==> config.mk <==
export PLATFORM = sky130hd
export DESIGN_NAME = mu_law_codec_channel_convert_top
export DESIGN_NICKNAME = d
export VERILOG_FILES = /design/src/design/mulaw_pkg.sv /design/src/design/mulaw_front.sv /design/src/design/mulaw_queue.sv /design/src/design/mulaw_back.sv /design/src/design/mu_law_codec_channel_convert_top.sv
export SDC_FILE = /design/constraint.sdc
export NUM_CORES = 1
export LEC_CHECK = 0
export ABC_AREA = 1
export BUFFER_PORTS_ARGS = -buffer_cell sky130_fd_sc_hd__buf_2
export CAP_MARGIN = 20
export CORE_ASPECT_RATIO = 0.8
export CORE_MARGIN = 4
export CORE_UTILIZATION = 40
export DETAILED_ROUTE_END_ITERATION = 10
export REMOVE_ABC_BUFFERS = 1
export SYNTH_ARGS = -nofsm -noshare
export SYNTH_HDL_FRONTEND = slang
export SYNTH_SLANG_ARGS = --single-unit
==> constraint.sdc <==
create_clock -name clk -period 2.6 [get_ports clk]
set_input_delay 0.52 -clock clk [delete_from_list [all_inputs] [get_ports clk]]
set_output_delay 0.52 -clock clk [all_outputs]
set_load 0.005 [all_outputs]
==> src/design/mulaw_pkg.sv <==
`timescale 1ns / 1ps
`default_nettype none
// ----------------------------------------------------------------------------
// mulaw_pkg
// Shared types, constants and codec functions for the mu-law channel converter
// ----------------------------------------------------------------------------
package mulaw_pkg;

    localparam int SampleWidth = 16;
    localparam int CodeWidth   = 8;
    localparam int MagWidth    = 14;
    localparam int IndexWidth  = 2;
    localparam int DataWidth   = 2;
    localparam int QueueDepth  = 2;

    localparam logic [15:0] MuBias    = 16'h0084;
    localparam logic [13:0] MuClip    = 14'd8159;
    localparam logic [13:0] MuEncBias = 14'd33;

    localparam logic [IndexWidth-1:0] RegDirection   = 2'd0;
    localparam logic [IndexWidth-1:0] RegChannelMode = 2'd1;

    localparam logic [1:0] ModeMonoPass     = 2'd0;
    localparam logic [1:0] ModeStereoPass   = 2'd1;
    localparam logic [1:0] ModeMonoToStereo = 2'd2;
    localparam logic [1:0] ModeStereoToMono = 2'd3;

    typedef struct packed {
        logic [SampleWidth-1:0] value;
        logic                   dup;
    } mulaw_item_t;

    function automatic logic [SampleWidth-1:0] mu_decode(input logic [CodeWidth-1:0] code);
        logic [7:0]  v;
        logic [15:0] t;
        logic [15:0] mag;
        begin
            v   = ~code;
            t   = 16'({v[3:0], 3'b000}) + MuBias;
            t   = t << v[6:4];
            mag = t - MuBias;
            mu_decode = v[7] ? (16'd0 - mag) : mag;
        end
    endfunction

    function automatic logic [CodeWidth-1:0] mu_encode(input logic [SampleWidth-1:0] raw);
        logic [15:0]         sh;
        logic [7:0]          mask;
        logic [MagWidth-1:0] mag;
        logic [MagWidth-1:0] biased;
        logic [MagWidth-1:0] shifted;
        logic [2:0]          seg;
        logic                fit;
        begin
            sh   = {raw[15], raw[15], raw[15:2]};
            mask = sh[15] ? 8'h7F : 8'hFF;
            mag  = sh[15] ? 14'(16'd0 - sh) : sh[13:0];
            if (mag > MuClip)
            begin
                mag = MuClip;
            end
            biased = mag + MuEncBias;
            seg = 3'd0;
            fit = 1'b0;
            for (int i = 7; i >= 0; i--)
            begin
                if (biased <= 14'((1 << (i + 6)) - 1))
                begin
                    seg = 3'(i);
                    fit = 1'b1;
                end
            end
            shifted = biased >> ({1'b0, seg} + 4'd1);
            if (fit)
            begin
                mu_encode = {1'b0, seg, shifted[3:0]} ^ mask;
            end
            else
            begin
                mu_encode = 8'h7F ^ mask;
            end
        end
    endfunction

endpackage
`default_nettype wire

==> src/design/mulaw_front.sv <==
`timescale 1ns / 1ps
`default_nettype none
// ----------------------------------------------------------------------------
// mulaw_front
// Accepts samples, holds configuration and parity, runs the codec and
// decides how many results each word produces
// ----------------------------------------------------------------------------
module mulaw_front (
    input  wire logic                               clk,
    input  wire logic                               rst_n,
    input  wire logic                               cfg_we,
    input  wire logic [mulaw_pkg::IndexWidth-1:0]   cfg_index,
    input  wire logic [mulaw_pkg::DataWidth-1:0]    cfg_data,
    input  wire logic                               s_tvalid,
    output logic                                    s_tready,
    input  wire logic [mulaw_pkg::SampleWidth-1:0]  s_tdata,
    input  wire logic                               s_tlast,
    output logic                                    push,
    output mulaw_pkg::mulaw_item_t                  push_item,
    input  wire logic                               queue_full
);
    import mulaw_pkg::*;

    logic       direction_reg;
    logic [1:0] channel_mode_reg;
    logic       odd_reg;
    logic       odd_next;
    logic       accept;
    logic       drop;

    assign s_tready = !queue_full;
    assign accept   = s_tvalid && s_tready;
    assign drop     = (channel_mode_reg == ModeStereoToMono) && odd_reg;
    assign push     = accept && !drop;
    assign odd_next = s_tlast ? 1'b0 : !odd_reg;

    always_comb
    begin
        push_item.dup = (channel_mode_reg == ModeMonoToStereo);
        if (direction_reg)
        begin
            push_item.value = {8'h00, mu_encode(s_tdata)};
        end
        else
        begin
            push_item.value = mu_decode(s_tdata[CodeWidth-1:0]);
        end
    end

    always_ff @(posedge clk or negedge rst_n)
    begin
        if (!rst_n)
        begin
            direction_reg    <= 1'b0;
            channel_mode_reg <= ModeMonoPass;
            odd_reg          <= 1'b0;
        end
        else
        begin
            if (cfg_we)
            begin
                unique case (cfg_index)
                    RegDirection:   direction_reg    <= cfg_data[0];
                    RegChannelMode: channel_mode_reg <= cfg_data[1:0];
                    default:        ;
                endcase
            end
            if (accept)
            begin
                odd_reg <= odd_next;
            end
        end
    end

endmodule
`default_nettype wire

==> src/design/mulaw_queue.sv <==
`timescale 1ns / 1ps
`default_nettype none
// ----------------------------------------------------------------------------
// mulaw_queue
// Short first-in first-out queue between the front and the back
// ----------------------------------------------------------------------------
module mulaw_queue #(
    parameter int DEPTH = mulaw_pkg::QueueDepth
) (
    input  wire logic                   clk,
    input  wire logic                   rst_n,
    input  wire logic                   push,
    input  mulaw_pkg::mulaw_item_t      push_item,
    output logic                        full,
    input  wire logic                   pop,
    output logic                        head_valid,
    output mulaw_pkg::mulaw_item_t      head_item
);
    import mulaw_pkg::*;

    localparam int PtrWidth = (DEPTH > 1) ? $clog2(DEPTH) : 1;
    localparam int CntWidth = $clog2(DEPTH + 1);

    mulaw_item_t          mem [DEPTH];
    logic [PtrWidth-1:0]  wr_ptr_reg;
    logic [PtrWidth-1:0]  rd_ptr_reg;
    logic [CntWidth-1:0]  count_reg;
    logic                 do_push;
    logic                 do_pop;

    assign full       = (count_reg == CntWidth'(DEPTH));
    assign head_valid = (count_reg != '0);
    assign head_item  = mem[rd_ptr_reg];
    assign do_pop     = pop && head_valid;
    assign do_push    = push && !full;

    always_ff @(posedge clk)
    begin
        if (do_push)
        begin
            mem[wr_ptr_reg] <= push_item;
        end
    end

    always_ff @(posedge clk or negedge rst_n)
    begin
        if (!rst_n)
        begin
            wr_ptr_reg <= '0;
            rd_ptr_reg <= '0;
            count_reg  <= '0;
        end
        else
        begin
            if (do_push)
            begin
                wr_ptr_reg <= (wr_ptr_reg == PtrWidth'(DEPTH - 1)) ? '0 : wr_ptr_reg + 1'b1;
            end
            if (do_pop)
            begin
                rd_ptr_reg <= (rd_ptr_reg == PtrWidth'(DEPTH - 1)) ? '0 : rd_ptr_reg + 1'b1;
            end
            if (do_push && !do_pop)
            begin
                count_reg <= count_reg + 1'b1;
            end
            else if (do_pop && !do_push)
            begin
                count_reg <= count_reg - 1'b1;
            end
        end
    end

endmodule
`default_nettype wire

==> src/design/mulaw_back.sv <==
`timescale 1ns / 1ps
`default_nettype none
// ----------------------------------------------------------------------------
// mulaw_back
// Takes items from the queue and sends one or two result words through the
// output register
// ----------------------------------------------------------------------------
module mulaw_back (
    input  wire logic                               clk,
    input  wire logic                               rst_n,
    output logic                                    pop,
    input  wire logic                               head_valid,
    input  mulaw_pkg::mulaw_item_t                  head_item,
    output logic                                    m_tvalid,
    input  wire logic                               m_tready,
    output logic [mulaw_pkg::SampleWidth-1:0]       m_tdata,
    output logic                                    m_tlast
);
    import mulaw_pkg::*;

    logic                   valid_reg;
    logic [SampleWidth-1:0] data_reg;
    logic                   last_reg;
    logic                   repeat_reg;
    logic                   advance;

    assign advance  = !valid_reg || m_tready;
    assign pop      = advance && !repeat_reg && head_valid;
    assign m_tvalid = valid_reg;
    assign m_tdata  = data_reg;
    assign m_tlast  = last_reg;

    always_ff @(posedge clk)
    begin
        if (pop)
        begin
            data_reg <= head_item.value;
        end
    end

    always_ff @(posedge clk or negedge rst_n)
    begin
        if (!rst_n)
        begin
            valid_reg  <= 1'b0;
            last_reg   <= 1'b0;
            repeat_reg <= 1'b0;
        end
        else if (advance)
        begin
            if (repeat_reg)
            begin
                // second copy of a duplicated word
                valid_reg  <= 1'b1;
                last_reg   <= 1'b1;
                repeat_reg <= 1'b0;
            end
            else if (head_valid)
            begin
                valid_reg  <= 1'b1;
                last_reg   <= !head_item.dup;
                repeat_reg <= head_item.dup;
            end
            else
            begin
                valid_reg <= 1'b0;
            end
        end
    end

endmodule
`default_nettype wire

==> src/design/mu_law_codec_channel_convert_top.sv <==
`timescale 1ns / 1ps
`default_nettype none
// ----------------------------------------------------------------------------
// mu_law_codec_channel_convert_top
// G.711 mu-law encoder/decoder with channel layout conversion
//
// Input stream s_*: one sample word per transfer, s_tlast marks buffer end.
// Output stream m_*: one result word per transfer, m_tlast marks the final
// result caused by an input word.
// Configuration: cfg_we writes cfg_data to register cfg_index (0 direction,
// 1 channel mode); the user must write only while the stream is idle, as the
// block does not enforce it. A taken input word goes to a queue slot, then to
// the output register that drives m_tvalid.
// Throughput: one input word per cycle while the queue is not full. In
// mono-to-stereo mode each word yields two results and holds the output
// register until both are sent; stereo-to-mono mode drops odd positions.
// Reset clears configuration, buffer parity, queue and output register.
// When m_tready is low the output word holds and the queue fills; s_tready
// drops once the queue is full.
// ----------------------------------------------------------------------------
module mu_law_codec_channel_convert_top #(
    parameter int QUEUE_DEPTH = mulaw_pkg::QueueDepth
) (
    input  wire logic                               clk,
    input  wire logic                               rst_n,
    input  wire logic                               cfg_we,
    input  wire logic [mulaw_pkg::IndexWidth-1:0]   cfg_index,
    input  wire logic [mulaw_pkg::DataWidth-1:0]    cfg_data,
    input  wire logic                               s_tvalid,
    output logic                                    s_tready,
    input  wire logic [mulaw_pkg::SampleWidth-1:0]  s_tdata,   // sample_in
    input  wire logic                               s_tlast,   // buffer_end
    output logic                                    m_tvalid,
    input  wire logic                               m_tready,
    output logic [mulaw_pkg::SampleWidth-1:0]       m_tdata,   // value_out
    output logic                                    m_tlast    // last_of_run
);
    import mulaw_pkg::*;

    logic        push;
    mulaw_item_t push_item;
    logic        queue_full;
    logic        pop;
    logic        head_valid;
    mulaw_item_t head_item;

    mulaw_front u_front (
        .clk        (clk),
        .rst_n      (rst_n),
        .cfg_we     (cfg_we),
        .cfg_index  (cfg_index),
        .cfg_data   (cfg_data),
        .s_tvalid   (s_tvalid),
        .s_tready   (s_tready),
        .s_tdata    (s_tdata),
        .s_tlast    (s_tlast),
        .push       (push),
        .push_item  (push_item),
        .queue_full (queue_full)
    );

    mulaw_queue #(
        .DEPTH (QUEUE_DEPTH)
    ) u_queue (
        .clk        (clk),
        .rst_n      (rst_n),
        .push       (push),
        .push_item  (push_item),
        .full       (queue_full),
        .pop        (pop),
        .head_valid (head_valid),
        .head_item  (head_item)
    );

    mulaw_back u_back (
        .clk        (clk),
        .rst_n      (rst_n),
        .pop        (pop),
        .head_valid (head_valid),
        .head_item  (head_item),
        .m_tvalid   (m_tvalid),
        .m_tready   (m_tready),
        .m_tdata    (m_tdata),
        .m_tlast    (m_tlast)
    );

endmodule
`default_nettype wire

# ---- Word-level counts from Yosys, hierarchy flattened
# Memories as Yosys holds them, arrays and structs flattened.
# Index checks and enable logic that the tools add are counted.
dict set report totals {
  mem_count 1
  in_bits 26
  ramBits 34
  output_inout_bits 19
  register_bits 27
}
# name words width read_ports rd_ports_with_merged_regs write_ports line_no
set mem_list {}
lappend mem_list {u_queue.mem 2 17 1 0 1 mulaw_queue.sv:24} ;# mulaw_item_t mem [DEPTH];
dict set report op_classes {
  n_bitwise 3
  muxes 38
  eq_ne 4
  shift 2
  add_sub_neg 10
  n_reduce_logical 25
  order_cmp 9
}
# operator n
set op_table {}
lappend op_table {{two-way mux 14 bit} 3}
lappend op_table {{two-way mux 16 bit} 2}
lappend op_table {{two-way mux 3 bit} 9}
lappend op_table {{two-way mux 1 bit} 20}
lappend op_table {{two-way mux 8 bit} 2}
lappend op_table {{left shift 16 x 3 -> 16 bit} 1}
lappend op_table {{subtractor 1 x 16 -> 16 bit, first input constant} 1}
lappend op_table {{subtractor 16 x 8 -> 16 bit, second input constant} 1}
lappend op_table {{adder 14 x 6 -> 14 bit, second input constant} 1}
lappend op_table {{greater-than comparator 14 x 13 -> 1 bit, second input constant} 1}
lappend op_table {{less-or-equal comparator 14 x 10 -> 1 bit, second input constant} 1}
lappend op_table {{less-or-equal comparator 14 x 11 -> 1 bit, second input constant} 1}
lappend op_table {{less-or-equal comparator 14 x 12 -> 1 bit, second input constant} 1}
lappend op_table {{less-or-equal comparator 14 x 13 -> 1 bit, second input constant} 1}
lappend op_table {{less-or-equal comparator 14 x 6 -> 1 bit, second input constant} 1}
lappend op_table {{less-or-equal comparator 14 x 7 -> 1 bit, second input constant} 1}
lappend op_table {{less-or-equal comparator 14 x 8 -> 1 bit, second input constant} 1}
lappend op_table {{less-or-equal comparator 14 x 9 -> 1 bit, second input constant} 1}
lappend op_table {{>> shifter 14 x 4 -> 4 bit} 1}
lappend op_table {{subtractor 1 x 14 -> 14 bit, first input constant} 1}
lappend op_table {{adder 7 x 8 -> 9 bit, second input constant} 1}
lappend op_table {{logical AND 1 bit} 9}
lappend op_table {{zero test 1 bit} 8}
lappend op_table {{inverter 8 bit} 1}
lappend op_table {{13 further kinds} 21}

# ---- Depth between registers and ports, before layout
dict set report depth {
  word_depth 21
  mapped_depth 33
}

# ---- Cells and area by module
# A second synthesis with hierarchy kept.
dict set report unflattened {
  hier_cells 593
  area_unflattened_um2 4668.2
}
# module area_per_inst_um2 seq_area_each_um2 cells_per_inst instances
set by_module_without_submodules {}
lappend by_module_without_submodules {mulaw_front 2433.6 100.1 437 1}
lappend by_module_without_submodules {mulaw_queue 1605.3 1121.1 120 1}
lappend by_module_without_submodules {mulaw_back 629.4 555.5 36 1}

# ---- Worst setup path before layout
# OpenSTA, ideal clock, no wires.
dict set report synth_path {
  kind {input -> register}
  startpoint {input port s_tdata[2] (netlist name)}
  endpoint {memory u_queue.mem[0][4] (netlist name), data pin}
  setup_slack_ns -0.821
  cell_stages 28
  t_required_ns 2.339
  arrival_ns 3.160
  cell_sequence {inv_2 ha_1 nand4_1 nand2_1 nand2_1 nand2_1 nand2_1 nand2_2 nor2_4 a21oi_2 buf_6 nand2_1 ha_1 nand3_2 nand2_2 nand3_1 nand2_1 nand2_1 inv_1 nor2_4 nand3_4 nand2_2 buf_6 nand2_1 nand3_1 nand3_1 nand3_1 nand2_1}
}
# item line_no
set synth_rtl {}
lappend synth_rtl {{start, declared} mu_law_codec_channel_convert_top.sv:31} ;# input wire logic [mulaw_pkg::SampleWidth-1:0] s_tdata,
lappend synth_rtl {{end, declared} mulaw_queue.sv:24}

==> results_dict.tcl <==
set metrics [dict create \
    layout_setup_ws_ps -611 \
    synthAdderAreaFrac_pct 1.70 \
    grt_pass1_wl_mm 18.1 \
    holdWs_ps 62.8 \
    regMostFlops "u_queue.mem" \
    num_io_pins 45 \
    yosys.area_share.simple_pct 36.5 \
    yosysWarnings 0 \
    dpl.cell_count 854 \
    synth_area_per_cell_um2 7.70 \
    clockBufferDepth 2 \
    worstSetupPathType "in -> reg" \
    grt_max_degree 20 \
    yosysUniqueCellTypes 46 \
    switchingPower_mw 1.43 \
    synthCells 573 \
    cts_made_buffers 9 \
    worstSetupStartpointType "input pin" \
    setup_violations 14 \
    power.density_nw_per_um2 652 \
    dpl.hpwl_mm 8.20 \
    arrival_ps 3270 \
    synth_edf_count 50 \
    swShare_pct 33.0 \
    failed_checks "setup timing" \
    status "finished, violations left" \
    drc_errors 0 \
    synth_top_family_by_area "simple AND/OR/NAND/NOR gates" \
    final_cell_area_um2 6630 \
    dieWidth_um 125 \
    largest_reg_flops 34 \
    cts_tree "done" \
    start_util_pct 40.8 \
    ys_async_sr_fraction_pct 18.0 \
    drv_slew 0 \
    synthMuxAreaShare_pct 0.454 \
    ctsHtreeMaxLevel 3 \
    cts_root_buf "clkbuf_16" \
    syn_area_um2 4410 \
    rows 34 \
    cap_violations 0 \
    yosysSeqAreaShare_pct 40.3 \
    wl_per_cell_um 12.4 \
    synth_compound_area_share_pct 9.67 \
    n_fill_cell 942 \
    antenna_found_initial 0 \
    synth_top_area_share_pct 34.0 \
    vias 4337 \
    grt.overflow.total 0 \
    yosys.area_share.xor_xnor_pct 3.15 \
    postCtsHoldBufs 0 \
    worst_ir_drop_vdd_uv 367 \
    slowest_delay_ps 180 \
    dieArea_um2 12800 \
    cts_sinks 61 \
    dpl_cell_area_um2 5550 \
    p_leak_nw 3.11 \
    clkPwrFrac_pct 24.4 \
    ant_nets 0 \
    cp-end-kind "register" \
    critPathRequiredTime_ps 2660 \
    layout_common_cells "nand2_1, buf_4, inv_1, edfxtp_1, nand2_2" \
    clkTransAtPathRegs_ps 50 \
    cpMaxStageDelayCell "buf_4" \
    finalCritPeriodShare_pct 124 \
    die_height_um 102 \
    place_congestion 0.866 \
    area_growth_pct 50.3 \
    relSlewSlack_pct 68.0 \
    rsz0062_at_grt "yes" \
    cp_common_cell "buf_4" \
    instances_no_fill 903 \
    p_comb_share_pct 38.8 \
    synth_top_cell_by_area "edfxtp_1" \
    grtUsageTotal_pct 17.0 \
    drt_first_pass_iters 4 \
    finalHoldViolations 0 \
    skew_ps 7.85 \
    p_int_mw 2.90 \
    hold_path_class "in -> async" \
    grt_pass1_vias 4093 \
    vias_per_cell 4.80 \
    fin_nets 786 \
    port_buffers 44 \
    synth_seq_cells 61 \
    final_core_util_pct 61.3 \
    core-area_um2 10800 \
    n_antenna_cell 0 \
    drive_above_1_share_pct 46.8 \
    fin_crit_ps 3210 \
    clk_latency_ps 320 \
    critPathMaxFanout 7 \
    fmax_mhz 311 \
    drt_iter0_drc 226 \
    yosys-top-cells-area "edfxtp_1, nand2_1, nand3_1" \
    synthFlopType "edfxtp_1" \
    final_common_cell "nand2_1" \
    wirelength_mm 11.2 \
    tightest_slew_ps 479 \
    pwr-share-seq_pct 36.8 \
]
path summary, 6_finish.rpt:
check,slack (ps),cells past startpoint,endpoint,start
max in group asynchronous,2330,1,u_front.channel_mode_reg[1],rst_n
worst min register to register,500,1,u_queue.count_reg[1],u_queue.count_reg[1]
worst max register to register,870,8,u_queue.count_reg[1],u_queue.count_reg[0]
worst min-delay path,60,1,u_back.m_tvalid,rst_n
worst max-delay path,-610,28,u_queue.mem[0][1],s_tdata[6]
min in group clk,430,2,u_front.direction_reg,cfg_we
critical path, delay by kind of cell:
| family | cells | cell delay, ps |
|---|---|---|
| compound gates | 1 | 160 |
| buf+inv | 10 | 1230 |
| xor+xnor | 1 | 160 |
| simple gates | 16 | 1190 |
metal layers:
metal	wire (um)	part of all wire [%]	vias up	track usage, %
met5	0	0	-	0
met4	140	1.2	0	6.00
met3	313	2.8	11	2.40
met2	5740	51	63	30.9
met1	5030	45	2002	21.0
li1	-	-	2261	-
metrics by stage:
step,setup WS (ps),total power [mW],TNS (ps)
3_5_place_dp,-1100,3.08,-20870
5_1_grt,-788,4.62,-9320
6_report,-611,4.32,-6260
3_3_place_gp,-967,3.04,-18680
2_1_floorplan,-993,2.46,-11600
4_1_cts,-531,4.25,-5830
power groups by stage:
stage	sequential, mW	combinational, mW	clock, mW
2_1_floorplan	1.65	0.817	0
3_5_place_dp	1.61	1.48	0
4_1_cts	1.59	1.57	1.08
6_report	1.59	1.68	1.06
5_1_grt	1.62	1.87	1.13
3_3_place_gp	1.60	1.44	0
final cells by class:
| class | count | area (um^2) | share of cell area, % |
|---|---|---|---|
| sequential | 61 | 1780 | 26.8 |
| clock inverter | 2 | 10.0 | 0.151 |
| multi-input combinational | 427 | 2770 | 41.7 |
| inverter | 73 | 302 | 4.55 |
| tap | 144 | 180 | 2.72 |
| clock buffer | 14 | 264 | 3.98 |
| timing repair buffer | 182 | 1330 | 20.1 |
Yosys cell counts (6+ instances only):
cell type and instances:
a21oi_1 18, clkbuf_1 8, dfrtp_1 11, edfxtp_1 50, ha_1 6, inv_1 60
inv_2 12, nand2_1 163, nand2_2 21, nand2_4 6, nand3_1 59, nand4_1 9
nor2_1 48, nor2_4 9, nor3_1 6, o211ai_1 8, o21ai_0 23, xor2_1 9
kinds of logic after synthesis:
group | count (synthesis)
buf+inv | 86
mux | 2
flops | 61
compound gates | 67
fa+ha+maj | 6
xor+xnor | 15
simple gates | 336
timing repair:
item                                    in CTS  in global routing
gates cloned                                 1                  0
pin swaps                                   48                 61
endpoints found under the setup margin      28                 32
resized for setup                           61                 83
setup buffers                               19                 13
(Power assumes the default switching activity.)
